### src/rtl/chb_pkg.sv
`timescale 1ns / 1ps

package chb_pkg;

   // field widths
   localparam int TEMP_W     = 20;
   localparam int ERR_W      = 21;
   localparam int GAIN_W     = 24;
   localparam int OFFSET_W   = 16;
   localparam int PULSE_W    = 22;
   localparam int CSR_IDX_W  = 3;
   localparam int CSR_DATA_W = 24;

   // configuration register indexes
   localparam logic [CSR_IDX_W-1:0] CSR_SETPOINT    = 3'd0;
   localparam logic [CSR_IDX_W-1:0] CSR_ENABLE      = 3'd1;
   localparam logic [CSR_IDX_W-1:0] CSR_GAIN_COARSE = 3'd2;
   localparam logic [CSR_IDX_W-1:0] CSR_GAIN_FINE   = 3'd3;
   localparam logic [CSR_IDX_W-1:0] CSR_REAR_OFFSET = 3'd4;

   // pulse limits: heat time cap is the largest ms value that gives 4095 s
   localparam logic [PULSE_W-1:0] PULSE_MAX    = 22'h3FFFFF;
   localparam logic [PULSE_W-1:0] HEAT_CAP_MAX = 22'd4095999;

   // output codes of the phase field
   localparam logic [1:0] PHASE_CODE_COMPUTE = 2'd0;
   localparam logic [1:0] PHASE_CODE_HEAT    = 2'd1;
   localparam logic [1:0] PHASE_CODE_COOL    = 2'd2;

   typedef enum logic [2:0] {
      PH_COMPUTE = 3'b001,
      PH_HEAT    = 3'b010,
      PH_COOL    = 3'b100
   } phase_type;

   typedef enum logic [2:0] {
      TR_FAST_FALL = 3'd0,
      TR_SLOW_FALL = 3'd1,
      TR_STEADY    = 3'd2,
      TR_SLOW_RISE = 3'd3,
      TR_FAST_RISE = 3'd4,
      TR_UNDET     = 3'd5
   } trend_type;

   typedef struct packed {
      logic [TEMP_W-1:0]   setpoint;
      logic                enable;
      logic [GAIN_W-1:0]   gain_coarse;
      logic [GAIN_W-1:0]   gain_fine;
      logic [OFFSET_W-1:0] rear_offset;
   } cfg_type;

   typedef struct packed {
      phase_type          phase;
      logic [15:0]        elapsed;
      logic [PULSE_W-1:0] heat_cap;
      logic [6:0]         cool;
      logic               overshoot;
      logic [7:0]         integral;
      logic [7:0]         escalation;
      logic [7:0]         cycle;
      logic               region;
      logic [7:0]         slow_rise;
      logic [7:0]         no_rise;
      logic [TEMP_W-1:0]  reference;
      logic               pending;
      trend_type          trend;
      logic [5:0]         stable;
   } state_type;

   typedef struct packed {
      logic [PULSE_W-1:0] main_ms;
      logic [PULSE_W-1:0] rear_ms;
      logic               heaters_off;
      logic [1:0]         phase;
      logic [2:0]         trend;
      logic [7:0]         integral;
      logic [5:0]         stable;
   } rsp_type;

endpackage

### src/rtl/chb_csr.sv
`timescale 1ns / 1ps

module chb_csr import chb_pkg::*; (
   input  logic                  clock,
   input  logic                  reset,
   input  logic                  csr_valid,
   input  logic [CSR_IDX_W-1:0]  csr_index,
   input  logic [CSR_DATA_W-1:0] csr_wdata,
   output logic                  csr_ready,
   output cfg_type               cfg_o
);

   cfg_type cfg_ff;

   // writes always taken
   assign csr_ready = 1'b1;
   assign cfg_o     = cfg_ff;

   // register file, unknown indexes are dropped
   always_ff @(posedge clock) begin
      if (reset) begin
         cfg_ff <= '0;
      end else if (csr_valid) begin
         case (csr_index)
            CSR_SETPOINT:    cfg_ff.setpoint    <= csr_wdata[TEMP_W-1:0];
            CSR_ENABLE:      cfg_ff.enable      <= csr_wdata[0];
            CSR_GAIN_COARSE: cfg_ff.gain_coarse <= csr_wdata[GAIN_W-1:0];
            CSR_GAIN_FINE:   cfg_ff.gain_fine   <= csr_wdata[GAIN_W-1:0];
            CSR_REAR_OFFSET: cfg_ff.rear_offset <= csr_wdata[OFFSET_W-1:0];
            default: ;
         endcase
      end
   end

endmodule

### src/rtl/chb_pulse.sv
`timescale 1ns / 1ps

module chb_pulse import chb_pkg::*; (
   input  logic signed [ERR_W-1:0] err_i,
   input  logic                    coarse_i,
   input  cfg_type                 cfg_i,
   input  logic [7:0]              escalation_i,
   input  logic [7:0]              integral_i,
   output logic [PULSE_W-1:0]      heat_ms_o,
   output logic [PULSE_W-1:0]      rear_ms_o,
   output logic [PULSE_W-1:0]      heat_cap_o
);

   logic signed [ERR_W-1:0] a_full;
   logic [19:0]             a_op;
   logic [GAIN_W-1:0]       gain;
   logic [16:0]             bias;
   logic [43:0]             prod;
   logic [34:0]             sum;
   logic [22:0]             rear_sum;

   // error above the coarse knee or plain error, with the matching gain
   assign a_full = coarse_i ? err_i - 21'sd500 : err_i;
   assign a_op   = a_full[19:0];
   assign gain   = coarse_i ? cfg_i.gain_coarse : cfg_i.gain_fine;

   // escalation or clamped integral, 500 ms per unit
   always_comb begin
      if (coarse_i) begin
         bias = {9'b0, escalation_i} * 17'd500;
      end else if (integral_i[7]) begin
         bias = '0;
      end else begin
         bias = {10'b0, integral_i[6:0]} * 17'd500;
      end
   end

   assign prod = {24'b0, a_op} * {20'b0, gain};
   assign sum  = {1'b0, prod[43:10]} + {18'b0, bias};

   // saturate pulses
   assign heat_ms_o  = (sum > {13'b0, PULSE_MAX}) ? PULSE_MAX : sum[PULSE_W-1:0];
   assign rear_sum   = {1'b0, heat_ms_o} + {7'b0, cfg_i.rear_offset};
   assign rear_ms_o  = (rear_sum > {1'b0, PULSE_MAX}) ? PULSE_MAX : rear_sum[PULSE_W-1:0];
   assign heat_cap_o = (heat_ms_o > HEAT_CAP_MAX) ? HEAT_CAP_MAX : heat_ms_o;

endmodule

### src/rtl/chb_step.sv
`timescale 1ns / 1ps

module chb_step import chb_pkg::*; (
   input  cfg_type                 cfg_i,
   input  state_type               state_i,
   input  logic [TEMP_W-1:0]       temp_i,
   input  logic signed [ERR_W-1:0] err_i,
   input  logic                    restart_i,
   input  logic                    clear_i,
   output state_type               state_o,
   output rsp_type                 rsp_o
);

   logic signed [ERR_W-1:0] drift;
   logic                    err_coarse;
   logic                    err_neg;
   logic                    err_pos;
   logic                    near_set;
   logic [PULSE_W-1:0]      heat_ms;
   logic [PULSE_W-1:0]      rear_ms;
   logic [PULSE_W-1:0]      heat_cap;
   logic [10:0]             dc;
   logic [11:0]             nc;
   logic [23:0]             pc;
   logic [6:0]              coarse_cool;
   logic [11:0]             nf;
   logic [23:0]             pf;
   logic [6:0]              fine_cool;
   logic [25:0]             elapsed_ms;
   logic                    heat_time_up;
   logic                    from_compute;

   function automatic logic [7:0] sat_add8(input logic [7:0] a, input logic [3:0] b);
      logic [8:0] s;
      s = {1'b0, a} + {5'b0, b};
      return s[8] ? 8'hFF : s[7:0];
   endfunction

   function automatic logic [1:0] phase_code(input phase_type p);
      logic [1:0] c;
      case (p)
         PH_COMPUTE: c = PHASE_CODE_COMPUTE;
         PH_HEAT:    c = PHASE_CODE_HEAT;
         PH_COOL:    c = PHASE_CODE_COOL;
         default:    c = PHASE_CODE_COOL;
      endcase
      return c;
   endfunction

   // error classes
   assign err_coarse = err_i > 21'sd500;
   assign err_neg    = err_i < 21'sd0;
   assign err_pos    = err_i > 21'sd0;
   assign near_set   = (err_i >= -21'sd250) && (err_i <= 21'sd250);

   // change since the sampled reference
   assign drift = $signed({state_i.reference[TEMP_W-1], state_i.reference})
                  - $signed({temp_i[TEMP_W-1], temp_i});

   chb_pulse u_pulse (
      .err_i        (err_i),
      .coarse_i     (err_coarse),
      .cfg_i        (cfg_i),
      .escalation_i (state_i.escalation),
      .integral_i   (state_i.integral),
      .heat_ms_o    (heat_ms),
      .rear_ms_o    (rear_ms),
      .heat_cap_o   (heat_cap)
   );

   // coarse cool time 3*(err-1000)/25 for err 1500..2000, 60 below, 120 above
   assign dc          = 11'(err_i - 21'sd1000);
   assign nc          = {1'b0, dc} * 12'd3;
   assign pc          = {12'b0, nc} * 24'd2622;
   assign coarse_cool = (err_i > 21'sd2000) ? 7'd120 :
                        (err_i >= 21'sd1500) ? pc[22:16] : 7'd60;

   // fine cool time (3*err+1500)/50 for err 0..500
   assign nf        = {3'b0, err_i[8:0]} * 12'd3 + 12'd1500;
   assign pf        = {12'b0, nf} * 24'd1311;
   assign fine_cool = pf[22:16];

   // heat time test on the stored pulse: elapsed > floor(ms/1000) <=> elapsed*1000 > ms
   assign elapsed_ms   = {10'b0, state_i.elapsed} * 26'd1000;
   assign heat_time_up = elapsed_ms > {4'b0, state_i.heat_cap};
   assign from_compute = !restart_i && (state_i.phase == PH_COMPUTE);

   // one tick
   always_comb begin
      state_type st;
      rsp_type   rs;
      st             = state_i;
      rs.main_ms     = '0;
      rs.rear_ms     = '0;
      rs.heaters_off = 1'b0;

      // restart first
      if (restart_i) begin
         st.heat_cap = '0;
         st.cool     = 7'd60;
         st.elapsed  = '0;
         st.pending  = 1'b1;
         st.phase    = PH_COOL;
         if (clear_i) begin
            st.integral = '0;
         end
         rs.heaters_off = 1'b1;
      end

      // stability count
      if (near_set && st.stable < 6'd60) begin
         st.stable = st.stable + 6'd1;
      end

      // reference sampling and trend
      if (st.phase == PH_COOL) begin
         if (st.pending) begin
            st.pending   = 1'b0;
            st.reference = temp_i;
         end
      end else if (st.phase == PH_COMPUTE && st.cool != 7'd0) begin
         if (drift > 21'sd50) begin
            st.trend = TR_FAST_FALL;
         end else if (drift > 21'sd8) begin
            st.trend = TR_SLOW_FALL;
         end else if (drift < -21'sd50) begin
            st.trend = TR_FAST_RISE;
         end else if (drift < -21'sd8) begin
            st.trend = TR_SLOW_RISE;
         end else begin
            st.trend = TR_STEADY;
         end
         st.pending = 1'b1;
      end
      rs.trend = st.trend;

      // pulse sizing, cool time and integral
      if (st.phase == PH_COMPUTE) begin
         st.heat_cap = '0;
         if (!cfg_i.enable) begin
            st.cool = 7'd10;
         end else if (err_coarse) begin
            if (st.trend inside {TR_FAST_FALL, TR_SLOW_FALL, TR_STEADY}) begin
               rs.main_ms    = heat_ms;
               rs.rear_ms    = rear_ms;
               st.heat_cap   = heat_cap;
               st.cool       = coarse_cool;
               st.escalation = sat_add8(st.escalation, 4'd1);
            end else if (st.trend inside {TR_SLOW_RISE, TR_FAST_RISE}) begin
               st.cool = 7'd30;
            end
         end else if (!err_neg) begin
            if (st.trend inside {TR_FAST_FALL, TR_SLOW_FALL, TR_STEADY}) begin
               if (st.integral[7]) begin
                  st.integral = '0;
               end
               rs.main_ms  = heat_ms;
               rs.rear_ms  = rear_ms;
               st.heat_cap = heat_cap;
               st.cool     = fine_cool;
               st.no_rise  = sat_add8(st.no_rise, 4'd1);
            end else if (st.trend == TR_SLOW_RISE) begin
               st.slow_rise = sat_add8(st.slow_rise, 4'd1);
               st.cool      = 7'd30;
            end else if (st.trend == TR_FAST_RISE) begin
               st.slow_rise = sat_add8(st.slow_rise, 4'd5);
               st.cool      = 7'd30;
            end
            if (!st.region) begin
               st.cycle  = '0;
               st.region = 1'b1;
            end
            if (st.cycle >= 8'd3) begin
               if (st.slow_rise <= 8'd1 || st.no_rise >= 8'd1) begin
                  st.integral  = ($signed(st.integral) >= 8'sd126) ? 8'd127 :
                                 st.integral + 8'd2;
                  st.slow_rise = '0;
                  st.no_rise   = '0;
               end
               st.cycle = '0;
            end
            st.cycle      = sat_add8(st.cycle, 4'd1);
            st.escalation = '0;
         end else begin
            if (st.region) begin
               st.cycle  = '0;
               st.region = 1'b0;
            end
            if (st.cycle >= 8'd8) begin
               st.integral = ($signed(st.integral) <= -8'sd127) ? 8'h80 :
                             st.integral - 8'd2;
               st.cycle    = '0;
            end
            st.cycle      = sat_add8(st.cycle, 4'd1);
            st.cool       = 7'd60;
            st.escalation = '0;
         end
         st.elapsed = '0;
         st.phase   = PH_HEAT;
      end

      // phase ends
      if (st.phase == PH_HEAT) begin
         if ((!from_compute && heat_time_up) || !err_pos) begin
            st.elapsed = '0;
            if (!err_pos) begin
               st.overshoot = 1'b1;
            end
            rs.heaters_off = 1'b1;
            st.phase       = PH_COOL;
         end
      end else if (st.phase == PH_COOL) begin
         if (st.elapsed >= {9'b0, st.cool} || (st.overshoot && err_pos)) begin
            st.elapsed   = '0;
            st.overshoot = 1'b0;
            st.phase     = PH_COMPUTE;
         end
      end

      if (st.elapsed != 16'hFFFF) begin
         st.elapsed = st.elapsed + 16'd1;
      end

      if (cfg_i.enable) begin
         st.trend = TR_UNDET;
      end

      rs.phase    = phase_code(st.phase);
      rs.integral = st.integral;
      rs.stable   = st.stable;

      state_o = st;
      rsp_o   = rs;
   end

endmodule

### src/rtl/chamber_heat_burst_controller.sv
`timescale 1ns / 1ps

// Chamber heat burst controller: one item per one-second temperature tick.
// The req_ channel carries the filtered temperature and the restart and
// clear_integral flags; each accepted item yields exactly one rsp_ item
// with the heater pulses, heaters-off command, phase, trend, integral and
// stability count. The csr_ channel writes the five control registers by
// index; it is always ready and should only be used while no item is in
// flight.
// An accepted item is held in the input register, passes the state update
// into the result register and is presented on rsp_. Throughput is one item
// per cycle while rsp_stall is low, set by the state update, whose longest
// path is the 20 x 24 pulse multiplier followed by the saturating add.
// When the receiver holds rsp_stall high the result register keeps its item
// and one more item can wait in the input register; after that req_stall
// rises until the result is taken.
// Synchronous reset returns all control state and configuration registers
// to their initial values: cooling phase, 60 s cool time, integral zero,
// sampling armed, trend undetermined.
module chamber_heat_burst_controller import chb_pkg::*; (
   input  logic                  clock,
   input  logic                  reset,
   input  logic                  req_valid,
   output logic                  req_stall,
   input  logic [TEMP_W-1:0]     req_temp_milli,
   input  logic                  req_restart,
   input  logic                  req_clear_integral,
   output logic                  rsp_valid,
   input  logic                  rsp_stall,
   output logic [PULSE_W-1:0]    rsp_main_pulse_ms,
   output logic [PULSE_W-1:0]    rsp_rear_pulse_ms,
   output logic                  rsp_heaters_off,
   output logic [1:0]            rsp_phase,
   output logic [2:0]            rsp_trend,
   output logic [7:0]            rsp_integral,
   output logic [5:0]            rsp_stable_count,
   input  logic                  csr_valid,
   output logic                  csr_ready,
   input  logic [CSR_IDX_W-1:0]  csr_index,
   input  logic [CSR_DATA_W-1:0] csr_wdata
);

   cfg_type                 cfg;
   logic                    in_valid_ff;
   logic [TEMP_W-1:0]       in_temp_ff;
   logic signed [ERR_W-1:0] in_err_ff;
   logic signed [ERR_W-1:0] in_err_in;
   logic                    in_restart_ff;
   logic                    in_clear_ff;
   logic                    out_valid_ff;
   rsp_type                 out_ff;
   rsp_type                 out_in;
   state_type               state_ff;
   state_type               state_in;
   logic                    advance;

   chb_csr u_csr (
      .clock     (clock),
      .reset     (reset),
      .csr_valid (csr_valid),
      .csr_index (csr_index),
      .csr_wdata (csr_wdata),
      .csr_ready (csr_ready),
      .cfg_o     (cfg)
   );

   // pipeline flow control
   assign advance   = !out_valid_ff || !rsp_stall;
   assign req_stall = in_valid_ff && !advance;

   // error against the setpoint, taken with the item
   assign in_err_in = $signed({cfg.setpoint[TEMP_W-1], cfg.setpoint})
                      - $signed({req_temp_milli[TEMP_W-1], req_temp_milli});

   // input register
   always_ff @(posedge clock) begin
      if (reset) begin
         in_valid_ff <= 1'b0;
      end else if (!req_stall) begin
         in_valid_ff <= req_valid;
      end
   end

   always_ff @(posedge clock) begin
      if (!req_stall && req_valid) begin
         in_temp_ff    <= req_temp_milli;
         in_err_ff     <= in_err_in;
         in_restart_ff <= req_restart;
         in_clear_ff   <= req_clear_integral;
      end
   end

   chb_step u_step (
      .cfg_i     (cfg),
      .state_i   (state_ff),
      .temp_i    (in_temp_ff),
      .err_i     (in_err_ff),
      .restart_i (in_restart_ff),
      .clear_i   (in_clear_ff),
      .state_o   (state_in),
      .rsp_o     (out_in)
   );

   // controller state, updated once per item
   always_ff @(posedge clock) begin
      if (reset) begin
         state_ff.phase      <= PH_COOL;
         state_ff.elapsed    <= '0;
         state_ff.heat_cap   <= '0;
         state_ff.cool       <= 7'd60;
         state_ff.overshoot  <= 1'b0;
         state_ff.integral   <= '0;
         state_ff.escalation <= '0;
         state_ff.cycle      <= '0;
         state_ff.region     <= 1'b0;
         state_ff.slow_rise  <= '0;
         state_ff.no_rise    <= '0;
         state_ff.reference  <= '0;
         state_ff.pending    <= 1'b1;
         state_ff.trend      <= TR_UNDET;
         state_ff.stable     <= '0;
      end else if (in_valid_ff && advance) begin
         state_ff <= state_in;
      end
   end

   // result register
   always_ff @(posedge clock) begin
      if (reset) begin
         out_valid_ff <= 1'b0;
      end else if (advance) begin
         out_valid_ff <= in_valid_ff;
      end
   end

   always_ff @(posedge clock) begin
      if (advance && in_valid_ff) begin
         out_ff <= out_in;
      end
   end

   assign rsp_valid         = out_valid_ff;
   assign rsp_main_pulse_ms = out_ff.main_ms;
   assign rsp_rear_pulse_ms = out_ff.rear_ms;
   assign rsp_heaters_off   = out_ff.heaters_off;
   assign rsp_phase         = out_ff.phase;
   assign rsp_trend         = out_ff.trend;
   assign rsp_integral      = out_ff.integral;
   assign rsp_stable_count  = out_ff.stable;

endmodule
### config.mk
export PLATFORM = sky130hd
export DESIGN_NAME = chamber_heat_burst_controller
export DESIGN_NICKNAME = d
export VERILOG_FILES = /design/src/rtl/chb_pkg.sv /design/src/rtl/chb_csr.sv /design/src/rtl/chb_pulse.sv /design/src/rtl/chb_step.sv /design/src/rtl/chamber_heat_burst_controller.sv
export SDC_FILE = /design/constraint.sdc
export NUM_CORES = 2
export LEC_CHECK = 0
export ABC_AREA = 1
export ABC_CLOCK_PERIOD_IN_PS = 17750
export BUFFER_PORTS_ARGS = -buffer_cell sky130_fd_sc_hd__buf_2
export CAP_MARGIN = 5
export CORE_MARGIN = 5
export CORE_UTILIZATION = 40
export CTS_CLUSTER_DIAMETER = 40
export DETAILED_ROUTE_END_ITERATION = 16
export MAX_ROUTING_LAYER = met4
export PLACE_DENSITY_LB_ADDON = 0.1
export SETUP_SLACK_MARGIN = 0.2
export SYNTH_ARGS = -nofsm -noshare
export SYNTH_HDL_FRONTEND = slang
export SYNTH_SLANG_ARGS = --single-unit
### constraint.sdc
create_clock -name clock -period 17.75 [get_ports clock]
set_input_delay 0.8875 -clock clock [delete_from_list [all_inputs] [get_ports clock]]
set_output_delay 0.8875 -clock clock [all_outputs]
set_load 0.02 [all_outputs]
## Word level (Yosys, flattened, before mapping)

Index checks and enable logic that the tools add are counted.

- Bits in registers: 314
- Output and inout port bits: 67
- Word-level logic and storage cells: 252
- Bits of input ports: 54

- Mux-type cells: 110
- Add/sub/neg operators: 17
- Magnitude comparators: 23
- Reductions and logical operators: 40
- Eq/ne operators: 19
- Multiply operators: 8
- Bitwise operators: 2

Operators by type and width:

| cell | number |
|---|---|
| $mux W8 | 43 |
| $mux W22 | 6 |
| $mux W44 | 3 |
| $mux W48 | 2 |
| $mux W9 | 10 |
| $mux W41 | 2 |
| $mux W16 | 5 |
| $mux W19 | 4 |
| $mux W7 | 10 |
| $mux W25 | 2 |
| $add A8 B1 Y9 const B | 5 |
| $mul A20 B24 Y44 | 1 |
| $sub A20 B20 Y21 | 2 |
| $add A34 B17 Y35 | 1 |
| $gt A35 B22 Y1 const B | 1 |
| $mux W29 | 1 |
| $gt A26 B22 Y1 | 1 |
| $mux W24 | 1 |
| $add A22 B16 Y23 | 1 |
| $gt A23 B22 Y1 const B | 1 |
| $mul A12 B11 Y23 const B | 1 |
| $mul A16 B7 Y23 const B | 1 |
| $gt A22 B22 Y1 const B | 1 |
| $mul A12 B11 Y22 const B | 1 |
| 56 further kinds | 113 |

## Depth between registers and ports, before layout

- Depth in word-level cells: 24
- Depth in mapped cells: 86
- Mapped depth without buffers: 83

## Cells and area by module

A second synthesis with hierarchy kept.

- Cells, all modules: 6911
- Area total of the unflattened synthesis: 50459.6 um^2

Modules (own cells, without submodules):

| module | instances | area each (um^2) | seq. area each (um^2) | cells each |
|---|---|---|---|---|
| chb_pulse | 1 | 21934.8 | 0.0 | 2995 |
| chb_step | 1 | 16102.9 | 0.0 | 2489 |
| chamber_heat_burst_controller | 1 | 8911.0 | 5655.4 | 925 |
| chb_csr | 1 | 3510.9 | 1701.6 | 502 |

## Worst setup path after synthesis

OpenSTA, ideal clock, no wires.

- Kind: register -> register
- Start point: register in_err_ff[0]
- End point: register out_ff, in the netlist rsp_rear_pulse_ms[19] (data pin)
- Arrival time: 12.910 ns
- Buffers on the path: 6
- Required time: 17.622 ns
- Slack: 4.712 ns
- Stages on the path, launching flop included: 85
- Period minus slack after synthesis: 13.038 ns
- Cells stage by stage: edfxtp_1 clkbuf_1 inv_1 clkbuf_1 ha_1 nand2_1 nor2_1 nand3_2 nand3_4 buf_1 clkbuf_1 nand2_1 o21ai_0 clkbuf_1 nor2_1 fa_1 fa_1 inv_1 (+49 left out) o21bai_1 nand3_1 nand2_1 a21oi_1 o21bai_1 nand3_1 nand2_1 nand3_1 nand2_1 nand3_1 nand2_1 inv_1 nor2_2 nand2_1 buf_4 nand3_1 nand2_1 inv_1

- Word-level cells in the longest chain between the ends: 12

RTL lines:

| element | RTL line | text |
|---|---|---|
| from (decl) | chamber_heat_burst_controller.sv:46 | `logic signed [ERR_W-1:0] in_err_ff;` |
| from (signal assigned) | chamber_heat_burst_controller.sv:87 | `in_err_ff <= in_err_in;` |
| $sub A20 B10 Y20 or $gt A21 B10 Y1 (tied branches) | chb_pulse.sv:23, chb_step.sv:51 |  |
| $mux W20 or $mux W24 (tied branches) | chb_pulse.sv:23, chb_pulse.sv:25 |  |
| $mul A20 B24 Y44 | chb_pulse.sv:38 | `assign prod = {24'b0, a_op} * {20'b0, gain};` |
| $add A34 B17 Y35 | chb_pulse.sv:39 | `assign sum = {1'b0, prod[43:10]} + {18'b0, bias};` |
| $gt A35 B22 Y1 | chb_pulse.sv:42 | `assign heat_ms_o = (sum > {13'b0, PULSE_MAX}) ? PULSE_MAX : sum[PULSE_W-1:0];` |
| $mux W22 | chb_pulse.sv:42 |  |
| $add A22 B16 Y23 | chb_pulse.sv:43 | `assign rear_sum = {1'b0, heat_ms_o} + {7'b0, cfg_i.rear_offset};` |
| $gt A23 B22 Y1 | chb_pulse.sv:44 | `assign rear_ms_o = (rear_sum > {1'b0, PULSE_MAX}) ? PULSE_MAX : rear_sum[PULSE_W-1:0];` |
| $mux W22 | chb_pulse.sv:44 |  |
| $mux W44 | chb_step.sv:143, chb_step.sv:153 |  |
| $mux W44 | chb_step.sv:152 | `end else if (!err_neg) begin` |
| $mux W44 * | chb_step.sv:142 | `end else if (err_coarse) begin` |
| to (signal assigned) | chamber_heat_burst_controller.sv:138 | `out_ff <= out_in;` |
| to (decl) | chamber_heat_burst_controller.sv:51 | `rsp_type out_ff;` |

Every way passes the cells marked *; elsewhere a longest branch is shown, timed or not.
A chain may end at the register's enable or synchronous reset.

## Worst setup path in the final report

- Start point: register in_err_ff[1]
- End point: register out_ff, in the netlist rsp_rear_pulse_ms[19] (data pin)

Same word-level chain as after synthesis.

==> metrics.md <==
| Metric | Value |
|---|---|
| CTS tree | `yes` |
| Initial Util | `40.1%` |
| First-pass GRT wire length | `239000 um` |
| Syn Nets | `7416` |
| DRT Wirelength | `153000 um` |
| Critical path startpoint category | `flop` |
| Root Driver | `clkbuf_16` |
| Unique masters post-synth | `62` |
| Post-synthesis mux area share | `0%` |
| GR Util All Layers | `25.4%` |
| Sequential area share after synthesis | `15.6%` |
| Mapped cell area | `47200 um^2` |
| Fin nets | `7499` |
| Clk_skew | `0.0387 ns` |
| GRT overflow | `0` |
| Syn_area_per_cell | `7.60 um^2` |
| Drt first pass iters | `5` |
| Routed len/inst | `19.4 um` |
| Initial antenna violation count | `12` |
| Buffers on Ports | `119` |
| Clk sinks | `314` |
| # setup viols final | `0` |
| DRT iter0 DRCs | `2846` |
| Gpl congestion | `0.945` |
| DRC viols | `0` |
| ANT nets after route | `0` |
| Nature of the critical path endpoint | `flop` |
| I/O pin total | `121` |
| Layout cells sized above 1 | `6.32%` |
| Hold Crit Class | `in2reg` |
| Slew @ Worst Pin | `1.10 ns` |
| # hold bufs at CTS | `0` |
| CTS clock-pin slew for the worst setup and hold paths | `0.05 ns` |
| CP max stage delay | `1.00 ns` |
| Final setup TNS | `0 ns` |
| Largest family of logic cells by synthesized area | `adder cells` |
| Final Hold Vio Count | `0` |
| Slew HR | `26.6%` |
| Status | `finished clean` |
| FMAX | `0.0622 GHz` |
| Clock Latency Late Sink | `0.66 ns` |
| Post-Synth Adder-Cell Area | `39.8%` |
| Vias per inst | `5.07` |
| Clock Tree Buf Depth | `3` |
| Critical-path top delay cell | `clkinv_1` |
| Final min period | `16.07 ns` |
| Site Rows | `126` |
| Largest net degree at the start of global routing | `87` |
| Area growth from synthesis to layout | `9.94%` |
| Post-Synth Simple-Gate Area | `20.1%` |
| Slew Limit Fails | `0` |
| H-tree depth | `3` |
| Max_cap viols | `0` |
| WHS | `0.428 ns` |
| Postcts setup bufs | `0` |
| Core area | `118000 um^2` |
| WP data required | `18.26 ns` |
| Synth Area in XOR/XNOR | `3.37%` |
| Tcrit/Tclk final | `90.5%` |
| CP Class | `reg2reg` |
| Vias in the first global route | `40800` |
| Via count | `40000` |
| Synth Warn # | `0` |
| CP Max Fanout | `49` |
| DIE AREA | `125000 um^2` |
| Hpwl dp | `125000 um` |
| DIE HEIGHT | `353 um` |
| Synth Register Bits | `314` |
| Post-cts sizing count | `0` |
| CP arrival | `16.59 ns` |
| TritonCTS buffer count | `67` |
| RSZ-0062 raised after global routing | `no` |
| Horiz. Die Dim | `353 um` |
| Synth Area in Compound Gates | `9.37%` |
| Cells after synthesis | `6205` |
cells by family after synthesis:
family / Yosys count
xor gates and xnor gates: 180
AOI/OAI and AO/OA: 818
other: 1
DFF: 314
and+or+nand+nor: 2276
adders and majority gates: 1157
buffers and inverters: 1459
layer usage:
metal | vias up | global-route usage (%) | wire, um
li1 | 19500 | - | -
met1 | 19200 | 33.5 | 68900
met2 | 1062 | 40.2 | 69300
met3 | 196 | 4.59 | 10000
met4 | 0 | 7.31 | 4700
met5 | - | - | 0
state kept, by name (all words and copies together), names as in the netlist:
name,count
rsp_rear_pulse_ms,22
in_valid_ff,1
u_csr.cfg_o,85
in_err_ff,21
state_ff,120
rsp_trend,3
rsp_main_pulse_ms,22
in_temp_ff,20
in_clear_ff,1
rsp_valid,1
rsp_heaters_off,1
rsp_integral,8
rsp_stable_count,6
rsp_phase,2
in_restart_ff,1
final cells by class:
class | count | area [um^2]
sequential | 314 | 7360
timing repair buffer | 170 | 978
tap | 1536 | 1920
clock inverter | 44 | 564
antenna | 4 | 10.0
inverter | 1303 | 4890
multi-input combinational | 4432 | 34300
clock buffer | 80 | 1830
fill | 12100 | 65700
cell usage after synthesis (all sizes together):
master   count  area [um^2]
a21boi       1         7.51
a31oi       17          106
o32ai        4         35.0
conb         1         3.75
inv       1290         4840
nor3        56          290
o31ai       14          105
clkbuf     131          492
nor4        15         93.8
a21o         8         60.1
nor2       753         2980
o22ai        7         43.8
a21oi      395         1980
o41ai        1         16.3
o221ai       2         17.5
nand3      220         1150
nor3b        6         45.0
o211ai      10         75.1
o21a        15          113
a221oi       2         17.5
and3         3         18.8
or2          8         50.1
nand3b       7         52.6
dfxtp      207         4140
o311ai       2         17.5
xnor2       55          482
fa         572        11500
edfxtp     107         3210
clkinv      13         48.8
ha         585         7320
a2111oi      2         17.5
buf         25          161
o21ai      303         1540
o2111ai      1         8.76
xor2       125         1110
and2         1         6.26
a22oi        2         15.0
a31o         2         17.5
o21bai      17          128
a211oi      12         90.1
nand4       56          357
a22o         1         8.76
nand2     1151         4450
per-stage QoR:
step           setup slack, ns  instances  cell area (um^2)  utilization [%]
5_1_grt                  0.356       7881             51900             44.1
6_report                  1.68       7883             51900             44.1
2_1_floorplan             4.71       6205             47200                -
3_3_place_gp              1.66       7755             49500             42.1
3_5_place_dp              1.61       7755             49500             42.1
4_1_cts                   1.58       7879             51900             44.1
critical path, delay by kind of cell (launching register included):
kind | cells | cell delay [ns]
AO/OA/AOI/OAI | 10 | 1.48
buffers and inverters | 14 | 3.14
flip-flops | 1 | 0.35
adder cells (fa/ha/maj) | 11 | 5.13
XOR/XNOR | 2 | 0.35
AND/OR/NAND/NOR | 35 | 5.44
path summary, 6_finish.rpt:
path	from	to	slack (ns)	cells past startpoint
worst max register to register	in_err_ff[1]	rsp_rear_pulse_ms[19]	1.68	72
worst max-delay path	in_err_ff[1]	rsp_rear_pulse_ms[19]	1.68	72
worst min-delay path	req_restart	in_restart_ff	0.43	1
worst min register to register	state_ff[52]	state_ff[52]	0.44	2
placed cells by master, fill, tap and decap left out, types with 12 or more instances in the layout:
cell type | netlist | final
a211oi_1 | 12 | 12
a21oi_1 | 393 | 393
a31oi_1 | 17 | 17
buf_2 | 6 | 119
buf_4 | 4 | 51
clkbuf_16 | 0 | 68
clkinv_1 | 13 | 15
dfxtp_1 | 207 | 207
edfxtp_1 | 107 | 107
fa_1 | 572 | 572
ha_1 | 585 | 585
inv_1 | 1283 | 1281
inv_6 | 0 | 12
nand2_1 | 1106 | 1106
nand2_2 | 41 | 41
nand3_1 | 211 | 210
nand4_1 | 55 | 55
nor2_1 | 728 | 727
nor2_4 | 13 | 14
nor3_1 | 54 | 53
nor4_1 | 15 | 14
o21a_1 | 15 | 15
o21ai_0 | 277 | 269
o21ai_1 | 23 | 31
o21bai_1 | 17 | 17
o31ai_1 | 14 | 14
xnor2_1 | 55 | 55
xor2_1 | 123 | 122
Power is not shown: default switching activity piles up to over one toggle a cycle in this logic, so the estimate is an artifact.
